## config.mk

```make
export PLATFORM = sky130hd
export DESIGN_NAME = aabb_ctrl
export DESIGN_NICKNAME = d
export VERILOG_FILES = /design/src/hdl/aabb_pkg.sv /design/src/hdl/aabb_ctrl.sv
export SDC_FILE = /design/constraint.sdc
export NUM_CORES = 1
export LEC_CHECK = 0
export ABC_AREA = 1
export BUFFER_PORTS_ARGS = -buffer_cell sky130_fd_sc_hd__buf_2
export CORE_AREA = 5 5 64 54
export CTS_CLUSTER_DIAMETER = 60
export CTS_CLUSTER_SIZE = 40
export DETAILED_ROUTE_END_ITERATION = 16
export DIE_AREA = 0 0 69 59
export PLACE_DENSITY = 0.77
export SLEW_MARGIN = 40
export SYNTH_ARGS = -nofsm -noshare
export SYNTH_HDL_FRONTEND = slang
export SYNTH_SLANG_ARGS = --single-unit
```

## constraint.sdc

```tcl
create_clock -name clk_i -period 1.25 [get_ports clk_i]
set_input_delay 0.25 -clock clk_i [delete_from_list [all_inputs] [get_ports clk_i]]
set_output_delay 0.25 -clock clk_i [all_outputs]
set_load 0.02 [all_outputs]
```

## src/hdl/aabb_pkg.sv

```systemverilog
// ----------------------------------------------------------------------------
// aabb_pkg
// shared types, opcodes and constants of the box push-out collision core
// ----------------------------------------------------------------------------
package aabb_pkg;

  // table size, tied to the 9-bit entry index and 10-bit box count
  localparam int MAX_BOXES = 512;

  // input opcodes
  localparam logic [1:0] OP_WRITE = 2'd0;
  localparam logic [1:0] OP_TICK  = 2'd1;
  localparam logic [1:0] OP_QUERY = 2'd2;

  // register indexes
  localparam logic [2:0] REG_MIN_X = 3'd0;
  localparam logic [2:0] REG_MIN_Y = 3'd1;
  localparam logic [2:0] REG_MIN_Z = 3'd2;
  localparam logic [2:0] REG_MAX_X = 3'd3;
  localparam logic [2:0] REG_MAX_Y = 3'd4;
  localparam logic [2:0] REG_MAX_Z = 3'd5;
  localparam logic [2:0] REG_COUNT = 3'd6;

  // fixed point constants
  localparam logic [16:0] FRAC_ONE        = 17'd65536;
  localparam logic [16:0] DOOR_OPEN_LIMIT = 17'd58983;

  // entry kind bits
  localparam int KIND_SOLID     = 0;
  localparam int KIND_NOCOLLIDE = 1;
  localparam int KIND_DOOR      = 2;

  // entry word: bounds (lo xyz, hi xyz), kind, fraction
  localparam int ENTRY_W = 192 + 3 + 17;

  // commands from controller to datapath
  typedef struct packed {
    logic load_item;   // capture input item, clear result
    logic mem_rd;      // read entry at walk index
    logic step_query;  // apply read entry to mover
    logic step_tick;   // update door of read entry
    logic clear_res;   // zero mover position (never raised by the controller)
  } aabb_cmd_t;

endpackage

```

## src/hdl/aabb_ctrl.sv

```systemverilog
// ----------------------------------------------------------------------------
// aabb_ctrl
// sequencer: accepts items, walks the table for ticks and queries, hands the result to output
// ----------------------------------------------------------------------------
module aabb_ctrl (
  input  logic                                  clk_i,
  input  logic                                  rst_ni,
  input  logic                                  in_valid_i,
  output logic                                  in_stall_o,
  input  logic [1:0]                            opcode_i,
  input  logic [9:0]                            box_count_i,
  output logic                                  out_valid_o,
  input  logic                                  out_stall_i,
  output aabb_pkg::aabb_cmd_t                   cmd_o,
  output logic [$clog2(aabb_pkg::MAX_BOXES)-1:0] walk_idx_o,
  output logic                                  walk_tick_o
);

  localparam int IdxW = $clog2(aabb_pkg::MAX_BOXES);
  localparam int CntW = $clog2(aabb_pkg::MAX_BOXES + 1);

  localparam logic [2:0] S_IDLE = 3'd0;
  localparam logic [2:0] S_READ = 3'd1;
  localparam logic [2:0] S_STEP = 3'd2;
  localparam logic [2:0] S_OUT  = 3'd3;

  logic [2:0]      state_q, state_d;
  logic [CntW-1:0] idx_q, idx_d;
  logic [CntW-1:0] n_q, n_d;
  logic            tick_q, tick_d;
  logic            accept;
  logic [CntW:0]   cnt_ext;

  assign accept     = in_valid_i && !in_stall_o;
  assign in_stall_o = (state_q != S_IDLE);
  assign out_valid_o = (state_q == S_OUT);
  assign walk_idx_o  = idx_q[IdxW-1:0];
  assign walk_tick_o = tick_q;
  assign cnt_ext     = {{(CntW + 1 - 10){1'b0}}, box_count_i};

  // next state
  always_comb begin
    state_d = state_q;
    idx_d   = idx_q;
    n_d     = n_q;
    tick_d  = tick_q;
    cmd_o   = '0;
    unique case (state_q)
      S_IDLE: begin
        if (accept) begin
          cmd_o.load_item = 1'b1;
          idx_d  = '0;
          tick_d = (opcode_i == aabb_pkg::OP_TICK);
          n_d    = (cnt_ext > (CntW + 1)'(aabb_pkg::MAX_BOXES)) ? CntW'(aabb_pkg::MAX_BOXES)
                                                                : cnt_ext[CntW-1:0];
          if ((opcode_i == aabb_pkg::OP_TICK) || (opcode_i == aabb_pkg::OP_QUERY)) begin
            state_d = S_READ;
          end else begin
            state_d = S_OUT;
          end
        end
      end
      S_READ: begin
        if (idx_q == n_q) begin
          state_d = S_OUT;
        end else begin
          cmd_o.mem_rd = 1'b1;
          state_d = S_STEP;
        end
      end
      S_STEP: begin
        cmd_o.step_query = !tick_q;
        cmd_o.step_tick  = tick_q;
        idx_d   = idx_q + CntW'(1);
        state_d = S_READ;
      end
      S_OUT: begin
        if (!out_stall_i) begin
          state_d = S_IDLE;
        end
      end
      default: state_d = S_IDLE;
    endcase
  end

  // state registers
  always_ff @(posedge clk_i or negedge rst_ni) begin
    if (!rst_ni) begin
      state_q <= S_IDLE;
      idx_q   <= '0;
      n_q     <= '0;
      tick_q  <= 1'b0;
    end else begin
      state_q <= state_d;
      idx_q   <= idx_d;
      n_q     <= n_d;
      tick_q  <= tick_d;
    end
  end

endmodule

```

==> metrics.txt <==
Crit path max-delay family=simple AND/OR/NAND/NOR gates; HPWL after DPL=2236 um; Syn Inst Count=188; share of layout cells above drive strength 1=52.09%; WHS Path Cells=3; RSZ-0062 raised after global routing=true; total CTS buffers=3; failing checks=setup timing; Hold/Removal Path Class=input pin to flop; Pre-antenna DRT Iters=4; Yosys warning total=0; critical-path cell list=xnor2_1 > nand2_1 > nor2_2 > nand3_2 > nand2_2 > nor2_2 > buf_6; die span in x=69 um; dpl cells=270; CTS root buf=clkbuf_4; max-cap violation count=0; Critical Path End Type=output port; critical path's largest stage delay=0.46 ns; vias per inst=5.213; via count=1569; WL final=5045 um; CTS tree=yes; Clock Sinks=23; largest net degree at the start of global routing=24; Bufs and invs on worst path=1; Worst setup SP type=flop; vias in the first global route=1320; register area share after synthesis=41.55%; FF-to-FF path depth=12; CP Max Fanout=2; P_int=0.002841 W; CTS max path bufs=2; final net count=282; Sw Ratio=44.36%; Worst Skew=0.008588 ns; critical path type=flop to output port; Tcrit/Tclk final=148.4%; outcome=finished with violations; clock group share of total power=7.1%; Final Max Tran Viols=0; die footprint=4071 sq um; drc violations=0; Cell Area, Synth=1385 sq um; Layout Cells excl Fill=301; initial antenna violation count=0; synthesized net count=206; Routed wire per std cell=16.76 um; Routed Antenna Nets=0; CP max-delay cell=dfrtp_2; Die Y=59 um; PD cells=2221 nW/um^2; Final setup viols=34; WP data arrival=1.60 ns; core area=2723 sq um; Max VDD drop=1412 uV; Slew HR=65.26%; Tot GR Track Use=18.32%; global-route wire length before repair=5885 um; crit-path most repeated cell=nor2_2; drt first-iter violations=139; Top Ports=33; worst slew pin tran=0.5211 ns; Rows=17; Ant. Diodes=0; Psw=0.002265 W; WP data required=1.00 ns; H-tree levels=1; Synth Register Bits=23; Worst-path clk slew=0.14 ns; Post-Place Setup Slack=-0.1186 ns; Syn Area/Cell=7.367 sq um; Seq pwr share=25.2%; worst skew pair latency=0.32 ns; area grow syn2layout=65.94%; count of final hold-check violations=0; Leakage=1.220 nW; total grt overflow=0; IO buf count=31; Comb power frac=67.7%; library cells used by synthesis=26; CP Depth=7; initial core utilization=50.87%; final setup TNS=-4.789 ns; fin crit period=1.855 ns; routability cong.=0.7908; f_max=539.2 MHz; Worst Setup Slack, final=-0.6048 ns
final timing paths:
kind,slack (ns),endpoint,from
min in group asynchronous,0.41,n_q[0]$_DFFE_PN0P_,rst_ni
max in group asynchronous,0.45,state_q[1]$_DFFE_PN0P_,rst_ni
min,0.15,state_q[0]$_DFFE_PN0P_,out_stall_i
max reg2reg,-0.49,state_q[0]$_DFFE_PN0P_,idx_q[3]$_DFFE_PN0P_
min reg2reg,0.54,n_q[7]$_DFFE_PN0P_,n_q[7]$_DFFE_PN0P_
max,-0.60,cmd_o[3],idx_q[3]$_DFFE_PN0P_
power groups by stage:
stage | clock network, W | logic [W] | registers [W]
floorplan | 0 | 0.00127 | 0.00125
global placement | 0 | 0.00197 | 0.00122
detailed placement | 0 | 0.00198 | 0.00123
CTS | 0.000349 | 0.00271 | 0.00122
global route | 0.000397 | 0.00365 | 0.00130
finish | 0.000361 | 0.00346 | 0.00129
synth_stat cells:
master,n,area [sq um]
a21oi_1,5,25.02
a22oi_2,1,12.51
a31oi_1,1,6.260
buf_2,1,5.000
buf_4,11,82.58
conb_1,1,3.750
dfrtp_1,23,575.6
ha_1,2,25.02
inv_1,26,97.59
inv_2,4,15.01
nand2_1,58,217.7
nand2_2,1,6.260
nand2_4,1,11.26
nand3_1,4,20.02
nand4_1,1,6.260
nand4_2,1,12.51
nor2_1,19,71.32
nor2_2,2,12.51
nor2_4,2,22.52
nor3_1,1,5.000
o21ai_0,11,55.05
o21ai_1,2,10.01
o22ai_1,2,12.51
o31ai_2,1,12.51
xnor2_1,4,35.03
xor2_1,3,26.28
cell families after synthesis:
kind of cell    after synthesis  synth area share [%]
simple gates                 90                 27.82
other cells                   1                0.2707
fa+ha+maj                     2                 1.806
flops                        23                 41.55
compound gates               23                 9.665
buf+inv                      42                 14.45
xor+xnor                      7                 4.426
cell type report:
class	count	area [sq um]
multi-input combinational	123	777.0
timing repair buffer	83	753.2
sequential	23	579.3
fill	149	424.2
inverter	30	115.1
tap	38	47.55
clock buffer	4	26.28
layout by cell type, fill, tap and decap left out, types with 3 or more instances in the layout:
master    synthesis  routed
a21oi_1           5       4
buf_2             1      16
buf_4            11      31
buf_6             0      32
clkbuf_4          0       3
dfrtp_1          23      20
dfrtp_2           0       3
inv_1            26      20
inv_2             4       9
nand2_1          58      52
nand2_2           1       4
nand2_4           1       4
nor2_1           19       6
nor2_2            2       9
nor2_4            2       8
o21ai_1           2       7
o21ai_2           0       4
xnor2_1           4       4
metal layers:
layer  vias to the layer above  wire (um)  track usage [%]
met5                         -          0                0
met4                         0        203            5.850
met3                        21        390            5.085
met2                        82       2548            33.42
met1                       750       1903            21.12
li1                        716          -                -
through the flow:
| step | hold slack (ns) | cell area, sq um | power (W) | utilization (%) |
|---|---|---|---|---|
| 2_1_floorplan | -0.04559 | 1388 | 0.002515 | - |
| 3_3_place_gp | 0.2532 | 1703 | 0.003188 | 62.55 |
| 3_5_place_dp | 0.2517 | 1703 | 0.003215 | 62.55 |
| 4_1_cts | 0.1436 | 2049 | 0.004282 | 75.28 |
| 5_1_grt | 0.1335 | 2298 | 0.005349 | 84.42 |
| 6_report | 0.1493 | 2298 | 0.005106 | 84.42 |
tightest hold or removal path, delay by kind of cell:
family                 cells  cell delay, ns
buffers and inverters      1            0.08
and+or+nand+nor            2            0.11
timing repair:
| action | CTS | global route |
|---|---|---|
| setup endpoints to repair | 17 | 36 |
| setup buffers | 19 | 15 |
| hold buffers | 1 | 0 |
| hold endpoints to repair | 23 | 0 |
| resized for setup | 58 | 54 |
| cloned | 0 | 2 |
| pin swaps | 19 | 15 |
sequential cells by signal, summed over array words and instances (netlist names):
signal,flops
walk_tick_o,1
n_q,10
state_q,2
idx_q,10
Power figures use the tool's default switching activity.
